`src/rtl/rlmcs_pkg.sv`:
```
package rlmcs_pkg;

    // sequencer states
    typedef enum logic [1:0] {
        ST_IDLE,
        ST_READ,
        ST_SCAN,
        ST_INIT
    } t_state;

    // operation codes carried in tuser of the input stream
    localparam logic [1:0] OP_WRITE = 2'd0;
    localparam logic [1:0] OP_SCAN  = 2'd1;
    localparam logic [1:0] OP_INIT  = 2'd2;

    // byte lanes of one stored pixel, also the order words go out
    localparam logic [1:0] CH_BLUE  = 2'd0;
    localparam logic [1:0] CH_GREEN = 2'd1;
    localparam logic [1:0] CH_RED   = 2'd2;
    localparam int         CHANNELS = 3;

    localparam int INIT_WORDS = 24;
    localparam int INIT_CNT_W = $clog2(INIT_WORDS);

    localparam logic [3:0] SCAN_BITS  = 4'd8;
    localparam logic [3:0] DC_BITS    = 4'd6;
    localparam logic       BANK_DC    = 1'b0;
    localparam logic       BANK_PIXEL = 1'b1;
    localparam logic [5:0] DC_RESET   = 6'd63;

endpackage

```
`src/rtl/rlmcs_ram.sv`:
```
module rlmcs_ram #(
    parameter int WIDTH = 24,
    parameter int DEPTH = 64
) (
    input  logic                                   i_clk,
    input  logic                                   i_we,
    input  logic [(DEPTH > 1 ? $clog2(DEPTH) : 1)-1:0] i_waddr,
    input  logic [WIDTH-1:0]                       i_wdata,
    input  logic                                   i_re,
    input  logic [(DEPTH > 1 ? $clog2(DEPTH) : 1)-1:0] i_raddr,
    output logic [WIDTH-1:0]                       o_rdata
);

    logic [WIDTH-1:0] r_mem [DEPTH];
    logic [WIDTH-1:0] r_rdata;

    always_ff @(posedge i_clk) begin
        if (i_we) begin
            r_mem[i_waddr] <= i_wdata;
        end
        // read data holds until the next read
        if (i_re) begin
            r_rdata <= r_mem[i_raddr];
        end
    end

    assign o_rdata = r_rdata;

endmodule

```
`src/rtl/rgb_led_matrix_column_scanner.sv`:
```
// RGB LED matrix column scanner for a shift-register LED driver.
//
// Input stream (s_axis): tuser = op, tdata = column, row, red, green, blue.
//   op write: stores one pixel, no output, ready again at once.
//   op scan:  emits ROWS*3 words of the column (per row blue, green, red).
//   op init:  emits 24 six-bit dot-correction words for bank 0.
//   Unused op codes and writes outside the frame are dropped.
// Output stream (m_axis): one word per transfer; tlast (and the latch flag in
//   tdata) marks the final word, which on a scan also carries the one-hot
//   column enable.
// Config channel: one 6-bit dot-correction register, accepted every cycle.
// Timing: the frame store is a single-port-read RAM with a registered read.
//   A scan first reads row 0, then loads one word per cycle while the output
//   is not stalled, the next row being fetched while red of the current row
//   is loaded. Input ready is low while a scan or init runs and comes back
//   the cycle after the final word is loaded into the output register.
// Stall: the output register holds its word until taken; the sequencer waits.
// Reset: frame store reads as zero (per-pixel valid flags cleared at once,
//   no clearing pass), dot correction returns to 63, output goes empty.
module rgb_led_matrix_column_scanner #(
    parameter int COLUMNS = 8,
    parameter int ROWS    = 8
) (
    input  logic        i_clk,
    input  logic        i_rst_n,
    // input stream
    input  logic        i_s_axis_tvalid,
    output logic        o_s_axis_tready,
    input  logic [31:0] i_s_axis_tdata,   // column[2:0], row[5:3], red[13:6],
                                          // green[21:14], blue[29:22], zero[31:30]
    input  logic [1:0]  i_s_axis_tuser,   // op[1:0]
    // output stream
    output logic        o_m_axis_tvalid,
    input  logic        i_m_axis_tready,
    output logic [23:0] o_m_axis_tdata,   // shift_word[7:0], word_bits[11:8],
                                          // latch_after[12], column_enable[20:13],
                                          // zero[23:21]
    output logic [0:0]  o_m_axis_tuser,   // register_bank[0]
    output logic        o_m_axis_tlast,   // last
    // dot-correction register write
    input  logic        i_cfg_valid,
    output logic        o_cfg_ready,
    input  logic [5:0]  i_cfg_data
);

    localparam int PIX = COLUMNS * ROWS;
    localparam int AW  = (PIX > 1) ? $clog2(PIX) : 1;
    localparam int RW  = (ROWS > 1) ? $clog2(ROWS) : 1;
    localparam int PW  = 8 * rlmcs_pkg::CHANNELS;

    // input fields
    logic [1:0] in_op;
    logic [2:0] in_col;
    logic [2:0] in_row;
    logic [7:0] in_red;
    logic [7:0] in_green;
    logic [7:0] in_blue;

    assign in_op    = i_s_axis_tuser;
    assign in_col   = i_s_axis_tdata[2:0];
    assign in_row   = i_s_axis_tdata[5:3];
    assign in_red   = i_s_axis_tdata[13:6];
    assign in_green = i_s_axis_tdata[21:14];
    assign in_blue  = i_s_axis_tdata[29:22];

    // state
    rlmcs_pkg::t_state r_state, n_state;
    logic [2:0]            r_col;
    logic                  r_col_ok;
    logic [RW-1:0]         r_row;
    logic [1:0]            r_ch;
    logic                  r_pix_ok;
    logic [rlmcs_pkg::INIT_CNT_W-1:0] r_init_cnt;
    logic [PIX-1:0]        r_pix_valid;
    logic [5:0]            r_dot_corr;

    // output register
    logic       r_m_valid;
    logic [7:0] r_word;
    logic [3:0] r_bits;
    logic       r_bank;
    logic       r_last;
    logic [7:0] r_en;

    // combinational controls
    logic          in_acc;
    logic          slot_free;
    logic          last_row;
    logic          emit;
    logic          fin;
    logic          ram_re;
    logic          ram_we;
    logic [AW-1:0] waddr;
    logic [AW-1:0] raddr;
    logic [RW-1:0] rd_row;
    logic [PW-1:0] rdata;
    logic [7:0]    rd_byte;
    logic [7:0]    col_en;
    logic [7:0]    word;
    logic [3:0]    bits;
    logic          bank;
    logic [7:0]    en;

    assign o_s_axis_tready = (r_state == rlmcs_pkg::ST_IDLE);
    assign in_acc          = i_s_axis_tvalid && o_s_axis_tready;
    assign slot_free       = !r_m_valid || i_m_axis_tready;
    assign last_row        = (r_row == RW'(ROWS - 1));
    assign o_cfg_ready     = 1'b1;

    // pixel write: all three bytes in one RAM word, address column-major
    assign ram_we = in_acc && (in_op == rlmcs_pkg::OP_WRITE)
                    && (int'(in_col) < COLUMNS) && (int'(in_row) < ROWS);
    assign waddr  = AW'(int'(in_col) * ROWS + int'(in_row));

    // first read uses row 0, later reads prefetch the next row
    assign rd_row = (r_state == rlmcs_pkg::ST_SCAN) ? RW'(r_row + 1'b1) : '0;
    assign raddr  = r_col_ok ? AW'(int'(r_col) * ROWS + int'(rd_row)) : '0;

    assign col_en = r_col_ok ? 8'(8'd1 << r_col) : 8'd0;

    rlmcs_ram #(
        .WIDTH (PW),
        .DEPTH (PIX)
    ) u_frame (
        .i_clk   (i_clk),
        .i_we    (ram_we),
        .i_waddr (waddr),
        .i_wdata ({in_red, in_green, in_blue}),
        .i_re    (ram_re),
        .i_raddr (raddr),
        .o_rdata (rdata)
    );

    always_comb begin
        case (r_ch)
            rlmcs_pkg::CH_BLUE:  rd_byte = rdata[7:0];
            rlmcs_pkg::CH_GREEN: rd_byte = rdata[15:8];
            rlmcs_pkg::CH_RED:   rd_byte = rdata[23:16];
            default:             rd_byte = 8'd0;
        endcase
    end

    // next state
    always_comb begin
        n_state = r_state;
        unique case (r_state)
            rlmcs_pkg::ST_IDLE: begin
                if (in_acc) begin
                    unique case (in_op)
                        rlmcs_pkg::OP_SCAN: n_state = rlmcs_pkg::ST_READ;
                        rlmcs_pkg::OP_INIT: n_state = rlmcs_pkg::ST_INIT;
                        default:            n_state = rlmcs_pkg::ST_IDLE;
                    endcase
                end
            end
            rlmcs_pkg::ST_READ: n_state = rlmcs_pkg::ST_SCAN;
            rlmcs_pkg::ST_SCAN,
            rlmcs_pkg::ST_INIT: begin
                if (emit && fin) begin
                    n_state = rlmcs_pkg::ST_IDLE;
                end
            end
            default: n_state = rlmcs_pkg::ST_IDLE;
        endcase
    end

    // sequencer outputs
    always_comb begin
        ram_re = 1'b0;
        emit   = 1'b0;
        fin    = 1'b0;
        word   = 8'd0;
        bits   = rlmcs_pkg::SCAN_BITS;
        bank   = rlmcs_pkg::BANK_PIXEL;
        en     = 8'd0;
        unique case (r_state)
            rlmcs_pkg::ST_IDLE: ;
            rlmcs_pkg::ST_READ: ram_re = 1'b1;
            rlmcs_pkg::ST_SCAN: begin
                emit   = slot_free;
                fin    = last_row && (r_ch == rlmcs_pkg::CH_RED);
                ram_re = slot_free && (r_ch == rlmcs_pkg::CH_RED) && !last_row;
                word   = r_pix_ok ? rd_byte : 8'd0;
                en     = fin ? col_en : 8'd0;
            end
            rlmcs_pkg::ST_INIT: begin
                emit = slot_free;
                fin  = (r_init_cnt == rlmcs_pkg::INIT_CNT_W'(rlmcs_pkg::INIT_WORDS - 1));
                word = {2'b00, r_dot_corr};
                bits = rlmcs_pkg::DC_BITS;
                bank = rlmcs_pkg::BANK_DC;
            end
            default: ;
        endcase
    end

    // control registers
    always_ff @(posedge i_clk) begin
        if (!i_rst_n) begin
            r_state     <= rlmcs_pkg::ST_IDLE;
            r_m_valid   <= 1'b0;
            r_pix_valid <= '0;
            r_dot_corr  <= rlmcs_pkg::DC_RESET;
            r_row       <= '0;
            r_ch        <= rlmcs_pkg::CH_BLUE;
            r_init_cnt  <= '0;
            r_col_ok    <= 1'b0;
            r_pix_ok    <= 1'b0;
        end else begin
            r_state <= n_state;

            if (i_cfg_valid && o_cfg_ready) begin
                r_dot_corr <= i_cfg_data;
            end

            if (ram_we) begin
                r_pix_valid[waddr] <= 1'b1;
            end

            if (in_acc && (in_op == rlmcs_pkg::OP_SCAN)) begin
                r_col_ok <= (int'(in_col) < COLUMNS);
                r_row    <= '0;
            end
            if (in_acc && (in_op == rlmcs_pkg::OP_INIT)) begin
                r_init_cnt <= '0;
            end

            if (r_state == rlmcs_pkg::ST_READ) begin
                r_ch <= rlmcs_pkg::CH_BLUE;
            end

            // unwritten pixel reads as zero
            if (ram_re) begin
                r_pix_ok <= r_col_ok && r_pix_valid[raddr];
            end
            if (ram_re && (r_state == rlmcs_pkg::ST_SCAN)) begin
                r_row <= RW'(r_row + 1'b1);
            end

            if (emit && (r_state == rlmcs_pkg::ST_SCAN)) begin
                r_ch <= (r_ch == rlmcs_pkg::CH_RED) ? rlmcs_pkg::CH_BLUE
                                                    : 2'(r_ch + 2'd1);
            end
            if (emit && (r_state == rlmcs_pkg::ST_INIT)) begin
                r_init_cnt <= rlmcs_pkg::INIT_CNT_W'(r_init_cnt + 1'b1);
            end

            if (emit) begin
                r_m_valid <= 1'b1;
            end else if (i_m_axis_tready) begin
                r_m_valid <= 1'b0;
            end
        end
    end

    // payload registers
    always_ff @(posedge i_clk) begin
        if (in_acc && (in_op == rlmcs_pkg::OP_SCAN)) begin
            r_col <= in_col;
        end
        if (emit) begin
            r_word <= word;
            r_bits <= bits;
            r_bank <= bank;
            r_last <= fin;
            r_en   <= en;
        end
    end

    assign o_m_axis_tvalid = r_m_valid;
    assign o_m_axis_tdata  = {3'b000, r_en, r_last, r_bits, r_word};
    assign o_m_axis_tuser  = r_bank;
    assign o_m_axis_tlast  = r_last;

endmodule

```
`config.mk`:
```
export PLATFORM = sky130hd
export DESIGN_NAME = rgb_led_matrix_column_scanner
export DESIGN_NICKNAME = d
export VERILOG_FILES = /design/src/rtl/rlmcs_pkg.sv /design/src/rtl/rlmcs_ram.sv /design/src/rtl/rgb_led_matrix_column_scanner.sv
export SDC_FILE = /design/constraint.sdc
export NUM_CORES = 2
export LEC_CHECK = 0
export BUFFER_PORTS_ARGS = -buffer_cell sky130_fd_sc_hd__buf_2
export CORE_MARGIN = 1
export CORE_UTILIZATION = 57
export CTS_CLUSTER_SIZE = 8
export DETAILED_ROUTE_END_ITERATION = 7
export GPL_TIMING_DRIVEN = 0
export PLACE_DENSITY_LB_ADDON = 0.08
export SETUP_SLACK_MARGIN = 0.1
export SYNTH_ARGS = -nofsm -noshare
export SYNTH_HDL_FRONTEND = slang
export SYNTH_HIERARCHICAL = 1
export SYNTH_SLANG_ARGS = --single-unit
```
`constraint.sdc`:
```
create_clock -name i_clk -period 5.15 [get_ports i_clk]
set_input_delay 0.2575 -clock i_clk [delete_from_list [all_inputs] [get_ports i_clk]]
set_output_delay 0.2575 -clock i_clk [all_outputs]
set_load 0.02 [all_outputs]
```
==> Word level (Yosys, flattened, before mapping) <==
Memories as Yosys holds them, arrays and structs flattened. A register that Yosys moved wholly into a read port is not among the register bits.
Index checks and enable logic that the tools add are counted.
{ "word_totals": {"ff_bits": 110, "mem_bits_rw": 1536, "inputBits": 45, "output_inout_bits": 29, "elab_cells": 92, "memories": 1} }
{ "op_classes": {"addsub": 5, "order_cmp": 3, "eq_ne": 11, "n_shift": 1, "muxes": 29, "n_bitwise": 1, "n_reduce_logical": 26} }
{ "memory_table": {"columns": ["name", "words", "word_bits", "rd", "rd_clocked_by_memory_dff", "wr", "line_no", "text"], "rows": [
  ["u_frame.r_mem", 64, 24, 1, 1, 1, "rlmcs_ram.sv:14", "logic [WIDTH-1:0] r_mem [DEPTH];"]
]} }
{ "ops": {"columns": ["operator", "count"], "rows": [
  ["$or A64 B64 Y64", 1],
  ["$pmux W8 S3", 1],
  ["$pmux W8 S2", 1],
  ["$lt A6 B7 Y1 const B", 2],
  ["$logic_and A1 B1 Y1", 13],
  ["$add A6 B3 Y6", 2],
  ["$mux W2", 5],
  ["$mux W5", 2],
  ["$mux W3", 3],
  ["$eq A2 B2 Y1 const B", 4],
  ["$mux W1", 8],
  ["$mux W8", 1],
  ["$reduce_bool A2 Y1", 4],
  ["$shl A1 B3 Y8 const A", 1],
  ["$bmux W1 S6", 1],
  ["$demux W1 S6", 1],
  ["$eq A2 B1 Y1 const B", 3],
  ["$ge A6 B1 Y1 const B", 1],
  ["$logic_not A2 Y1", 3],
  ["$mux W6", 1],
  ["$pmux W2 S3", 1],
  ["$add A5 B1 Y5 const B", 1],
  ["$eq A5 B5 Y1 const B", 1],
  ["$mux W4", 1],
  ["11 further kinds", 14]
]} }

==> Depth between registers and ports, before layout <==
{ "depth": {"word_depth": 7, "mapped_depth": 14, "ltp_nobuf": 9} }

==> By module <==
The synthesis kept the hierarchy.
{ "by_module_without_submodules": {"columns": ["mod", "n_inst", "cells_per_inst", "area_per_inst_um2", "seq_area_each_um2"], "rows": [
  ["rlmcs_ram", 1, 2610, 59535.8, 46844.9],
  ["rgb_led_matrix_column_scanner", 1, 547, 4929.7, 2362.3]
]} }

==> Worst setup path before layout <==
Ideal clock, no wire load.
{ "synth_path": {"path_kind": "flip-flop to flip-flop", "startpoint": "register r_state[0]", "endpoint": "memory u_frame.r_mem[48][0], enable pin", "setup_time_ps": 435, "arrival_time_ps": 3095, "required_ps": 4715, "slack_ps": 1620, "path_stages_with_launch": 7, "path_buffers": 0, "synth_period_minus_slack_ps": 3530, "cell_sequence": "dfxtp_1 > inv_1 > ha_1 > and3_1 > nor2b_1 > nand4b_1 > nor3_1"} }
{ "synth_between": {"elab_chain_len": 5} }
{ "synth_lines": {"columns": ["item", "line_no", "text"], "rows": [
  ["from (decl)", "rgb_led_matrix_column_scanner.sv:67", "rlmcs_pkg::t_state r_state, n_state;"],
  ["from (signal assigned)", "rgb_led_matrix_column_scanner.sv:200", "r_state <= rlmcs_pkg::ST_IDLE;"],
  ["from (signal assigned)", "rgb_led_matrix_column_scanner.sv:210", "r_state <= n_state;"],
  ["$logic_not A2 Y1", "rgb_led_matrix_column_scanner.sv:104", "assign o_s_axis_tready = (r_state == rlmcs_pkg::ST_IDLE);"],
  ["net o_s_axis_tready", "rgb_led_matrix_column_scanner.sv:28", "output logic o_s_axis_tready,"],
  ["$logic_and A1 B1 Y1", "rgb_led_matrix_column_scanner.sv:105", "assign in_acc = i_s_axis_tvalid && o_s_axis_tready;"],
  ["$logic_and A1 B1 Y1", "rgb_led_matrix_column_scanner.sv:111", "assign ram_we = in_acc && (in_op == rlmcs_pkg::OP_WRITE)"],
  ["net ram_we", "rgb_led_matrix_column_scanner.sv:92", "logic ram_we;"],
  ["$mux W1", "rlmcs_ram.sv:18", "if (i_we) begin"],
  ["$mux W1 (not written as such)", "rlmcs_ram.sv:19", "r_mem[i_waddr] <= i_wdata;"],
  ["to (decl)", "rlmcs_ram.sv:14", null]
]} }
The timed path passes the listed nets, and every way through them passes these cells.

==> Final worst setup path <==
{ "layout_path": {"startpoint": "register r_state[0]", "endpoint": "register u_frame.r_rdata[14] (netlist: u_frame/o_rdata[14]), read port of u_frame.r_mem (data pin)"} }
{ "layout_between": {"elab_chain_len": 4, "elab_cells_between_ends": 6, "cone_classes": "add/sub (1); eq/ne (2); mux (3)"} }
{ "layout_lines": {"columns": ["item", "line_no", "text"], "rows": [
  ["$eq A2 B2 Y1", "rgb_led_matrix_column_scanner.sv:116", "assign rd_row = (r_state == rlmcs_pkg::ST_SCAN) ? RW'(r_row + 1'b1) : '0;"],
  ["$mux W3", "rgb_led_matrix_column_scanner.sv:116", null],
  ["$add A6 B3 Y6", "rgb_led_matrix_column_scanner.sv:117", "assign raddr = r_col_ok ? AW'(int'(r_col) * ROWS + int'(rd_row)) : '0;"],
  ["$mux W6", "rgb_led_matrix_column_scanner.sv:117", null],
  ["net raddr[2]", "rgb_led_matrix_column_scanner.sv:94", "logic [AW-1:0] raddr;"],
  ["to (decl)", "rlmcs_ram.sv:15", "logic [WIDTH-1:0] r_rdata;"]
]} }
The timed path passes the listed nets, and every way through them passes these cells.
A chain may end at the register's enable or synchronous reset.

==> impl_summary.log <==
[metrics] filler instances: 7,447
[metrics] portion of the post-synthesis area used by sequential elements: 76.3%
[metrics] final slew viol count: 0
[metrics] starting density of the core: 57.4%
[metrics] number of port buffers: 65
[metrics] fraction of final layout cells sized beyond drive strength 1: 26.4%
[metrics] Hold Violations, Final: 0
[metrics] Detailed Route WL: 171,000 um
[metrics] count of flip-flops with a built-in enable after synthesis: 1,582
[metrics] clock root cell: sky130_fd_sc_hd__clkbuf_16
[metrics] Remaining Overflow, GRT: 0
[metrics] number of vias after detailed routing: 33,600
[metrics] Placement Rows: 123
[metrics] io pins: 74
[metrics] Static Leak: 0.0227 uW
[metrics] final cycle utilization of the critical path: 99.5%
[metrics] arrival time reported for the critical path endpoint: 5.67 ns
[metrics] status: finished, final reports clean
[metrics] clock tree buffer depth: 3
[metrics] largest net degree at the start of global routing: 65
[metrics] worst-margin pin slew: 1.40 ns
[metrics] largest fanout on the critical path: 10
[metrics] global-route wire length before repair: 242,000 um
[metrics] die footprint: 0.114 mm^2
[metrics] P per Cell Area: 395 mW/mm^2
[metrics] Critical Path RT: 5.70 ns
[metrics] number of sinks driven by the clock tree: 1,667
[metrics] area overhead of the layout relative to synthesis: 14.7%
[metrics] H-tree levels: 4
[metrics] relative slew slack: 6.86%
[metrics] via count of the first global-routing pass: 33,400
[metrics] count of TritonRoute iterations in the first routing pass: 6
[metrics] number of synthesized register bits: 1,667
[metrics] final estimated routing congestion in global placement: 1.03
[metrics] post-synthesis instance area: 0.0645 mm^2
[metrics] share of synthesized registers carrying an async set or reset: 0%
[metrics] Worst Setup Path Type: reg2reg
[metrics] DR DRC count: 0
[metrics] Worst Skew: 0.0349 ns
[metrics] number of buffers added by the clock tree synthesis step: 226
[metrics] number of standard cells in the final layout excluding fillers: 5,058
[metrics] total negative setup slack: 0 ns
[metrics] endpoint kind of the worst setup timing path: flip-flop
[metrics] number of distinct library cells after synthesis: 67
[metrics] final critical delay including setup and external delays: 5.13 ns
[metrics] Setup violations, final: 0
[metrics] x dimension of the die: 338 um
[metrics] worst skew pair latency: 0.82 ns
[metrics] average wire per cell in the routed design: 33.8 um
[metrics] Peak Freq: 0.195 GHz
[metrics] warnings from Yosys: 6
[metrics] initial antenna violation count: 10
[metrics] via density per instance: 6.65
[metrics] HPWL Detailed: 110,000 um
[metrics] synthesized area per cell: 20.4 um^2
[metrics] Global Route Usage Sum: 30.3%
[metrics] Design Power: 29,300 uW
[metrics] largest voltage drop on the vdd net: 0.339 mV
[metrics] nets: 3,557
[metrics] count of placed standard cells including taps: 4,750
[metrics] type of element launching the critical path: flip-flop
[metrics] 1st-iter DRT viols: 4,098
[metrics] register clock-pin slew on the reported worst setup and hold paths: 0.06 ns
[metrics] gate count of the mapped netlist: 3,157
[metrics] ANT nets after route: 0
[metrics] die height: 338 um
[metrics] CTS tree: done
[metrics] predominant post-synthesis flop cell: sky130_fd_sc_hd__edfxtp_1
[metrics] Hold WC Path Type: in2reg
[metrics] max-cap violations: 0
[metrics] unrepaired setup endpoints after global routing: yes
[metrics] Placeable Area: 0.112 mm^2
## timing repair
| item | 4_1_cts | 5_1_grt |
|---|---|---|
| endpoints found under the setup margin | 9 | 3 |
| setup buffers | 0 | 0 |
| hold buffers | 22 | 1 |
| hold endpoints to repair | 44 | 16 |
| gates resized for setup | 14 | 0 |
| cloned | 0 | 0 |
## cell type report
type	count	area, um^2	area share (%)
diodes	9	22.5	0.0304
clock inverters	15	250	0.338
multi-input cells	1299	14700	19.9
inverters	15	56.3	0.0761
clock buffers	261	5810	7.85
flip-flops and latches	1667	49200	66.5
plain buffers	178	983	1.33
well taps	1500	1880	2.54
repair buffers	114	1070	1.44
## logic make-up after synthesis
family                   count (synthesis)  synth area share (%)
flip-flops                            1667                  76.3
multiplexers                           533                  15.3
AND/OR/NAND/NOR                        421                  2.97
AO/OA/AOI/OAI                          326                  3.55
buffers and inverters                  194                  1.61
adder cells (fa/ha/maj)                 11                 0.213
XOR/XNOR                                 3                0.0408
other                                    2                0.0116
## cell usage after synthesis, drive strengths merged (9+ instances only)
cell | count | area [um^2]
inv | 14 | 52.6
buf | 118 | 751
o21ai | 31 | 155
mux2i | 121 | 1210
clkbuf | 61 | 233
a22oi | 33 | 248
o22ai | 55 | 344
o21a | 47 | 353
edfxtp | 1582 | 47500
a221oi | 52 | 455
nor2b | 20 | 125
and3 | 17 | 106
a31oi | 15 | 93.8
ha | 11 | 138
nand2b | 9 | 56.3
nor2 | 213 | 800
nand3 | 33 | 165
or3 | 11 | 68.8
a211oi | 12 | 95.1
mux4 | 355 | 8000
and2 | 9 | 56.3
nand2 | 75 | 284
a21oi | 47 | 235
mux2 | 57 | 642
dfxtp | 85 | 1700
## worst max-delay path, stage by stage (launching register included)
cell and delay [ns]:
sky130_fd_sc_hd__dfxtp_1 0.34, sky130_fd_sc_hd__inv_1 0.12, sky130_fd_sc_hd__ha_1 0.28, sky130_fd_sc_hd__buf_4 0.20, sky130_fd_sc_hd__nand3_1 0.18, sky130_fd_sc_hd__inv_1 0.28, sky130_fd_sc_hd__buf_2 0.23, sky130_fd_sc_hd__buf_4 0.36
sky130_fd_sc_hd__buf_2 0.49, sky130_fd_sc_hd__buf_2 0.53, sky130_fd_sc_hd__buf_2 0.49, sky130_fd_sc_hd__mux2i_1 0.64, sky130_fd_sc_hd__a221oi_1 0.39, sky130_fd_sc_hd__o21a_1 0.28
## placed cells by master, fill, tap and decap left out, types with 11 or more instances in the layout
master	netlist	layout
sky130_fd_sc_hd__a211oi_1	11	11
sky130_fd_sc_hd__a21oi_1	47	47
sky130_fd_sc_hd__a221oi_1	52	43
sky130_fd_sc_hd__a22oi_1	33	33
sky130_fd_sc_hd__a31oi_1	15	15
sky130_fd_sc_hd__and3_1	17	17
sky130_fd_sc_hd__buf_1	16	16
sky130_fd_sc_hd__buf_2	48	99
sky130_fd_sc_hd__buf_4	42	57
sky130_fd_sc_hd__buf_6	12	15
sky130_fd_sc_hd__buf_8	0	11
sky130_fd_sc_hd__clkbuf_1	60	92
sky130_fd_sc_hd__clkbuf_16	0	227
sky130_fd_sc_hd__dfxtp_1	85	85
sky130_fd_sc_hd__dlygate4sd3_1	0	23
sky130_fd_sc_hd__edfxtp_1	1582	1582
sky130_fd_sc_hd__ha_1	11	11
sky130_fd_sc_hd__inv_1	12	12
sky130_fd_sc_hd__mux2_2	53	53
sky130_fd_sc_hd__mux2i_1	121	118
sky130_fd_sc_hd__mux4_2	355	355
sky130_fd_sc_hd__nand2_1	74	74
sky130_fd_sc_hd__nand3_1	33	33
sky130_fd_sc_hd__nor2_1	213	150
sky130_fd_sc_hd__nor2_2	0	16
sky130_fd_sc_hd__nor2_4	0	47
sky130_fd_sc_hd__nor2b_1	20	20
sky130_fd_sc_hd__o21a_1	47	47
sky130_fd_sc_hd__o21ai_0	25	25
sky130_fd_sc_hd__o22ai_1	55	55
sky130_fd_sc_hd__or3_1	11	11
## power breakdown
group / internal [uW] / leakage [uW] / switching, uW
clock: 7780 / 0.00294 / 5190
sequential: 15000 / 0.0149 / 38.7
combinational: 384 / 0.00488 / 877
## layer usage
layer  vias to the layer above  global-route usage, %  part of all wire (%)
met5                         -                      0                     0
met4                         0                   10.8                   3.4
met3                       295                   6.37                    10
met2                      1811                   45.7                    46
met1                     17900                   44.4                    40
li1                      13700                      -                     -
## through the flow
stage,instance area (um^2),utilization [%],setup WS (ns),hold WS (ns)
after floorplan,64500,-,1.62,0.356
after global placement,66700,59.4,-0.215,0.440
after detailed placement,67500,60.1,-0.188,0.452
after CTS,73900,65.8,0.178,0.00290
after global routing,74000,65.8,0.0740,0.0629
final,74000,65.8,0.0242,0.0593
## worst paths after layout
kind,start,end,slack [ns],cells after the start
hold / removal,i_rst_n,o_m_axis_tvalid,0.06,3
hold reg to reg,r_pix_valid[10],r_pix_valid[10],0.46,1
setup reg to reg,r_state[0],u_frame/o_rdata[14],0.02,13
setup / recovery,r_state[0],u_frame/o_rdata[14],0.02,13
## sequential cells by signal (all words and copies together), names as in the netlist
register,cells
o_m_axis_tlast,1
o_m_axis_tvalid,1
r_bits,2
r_ch,2
r_col,3
r_col_ok,1
r_dot_corr,6
r_en,8
r_init_cnt,5
r_pix_ok,1
r_pix_valid,64
r_row,3
r_state,2
r_word,8
u_frame/o_rdata,24
u_frame/r_mem,1536
(Power assumes the default switching activity.)
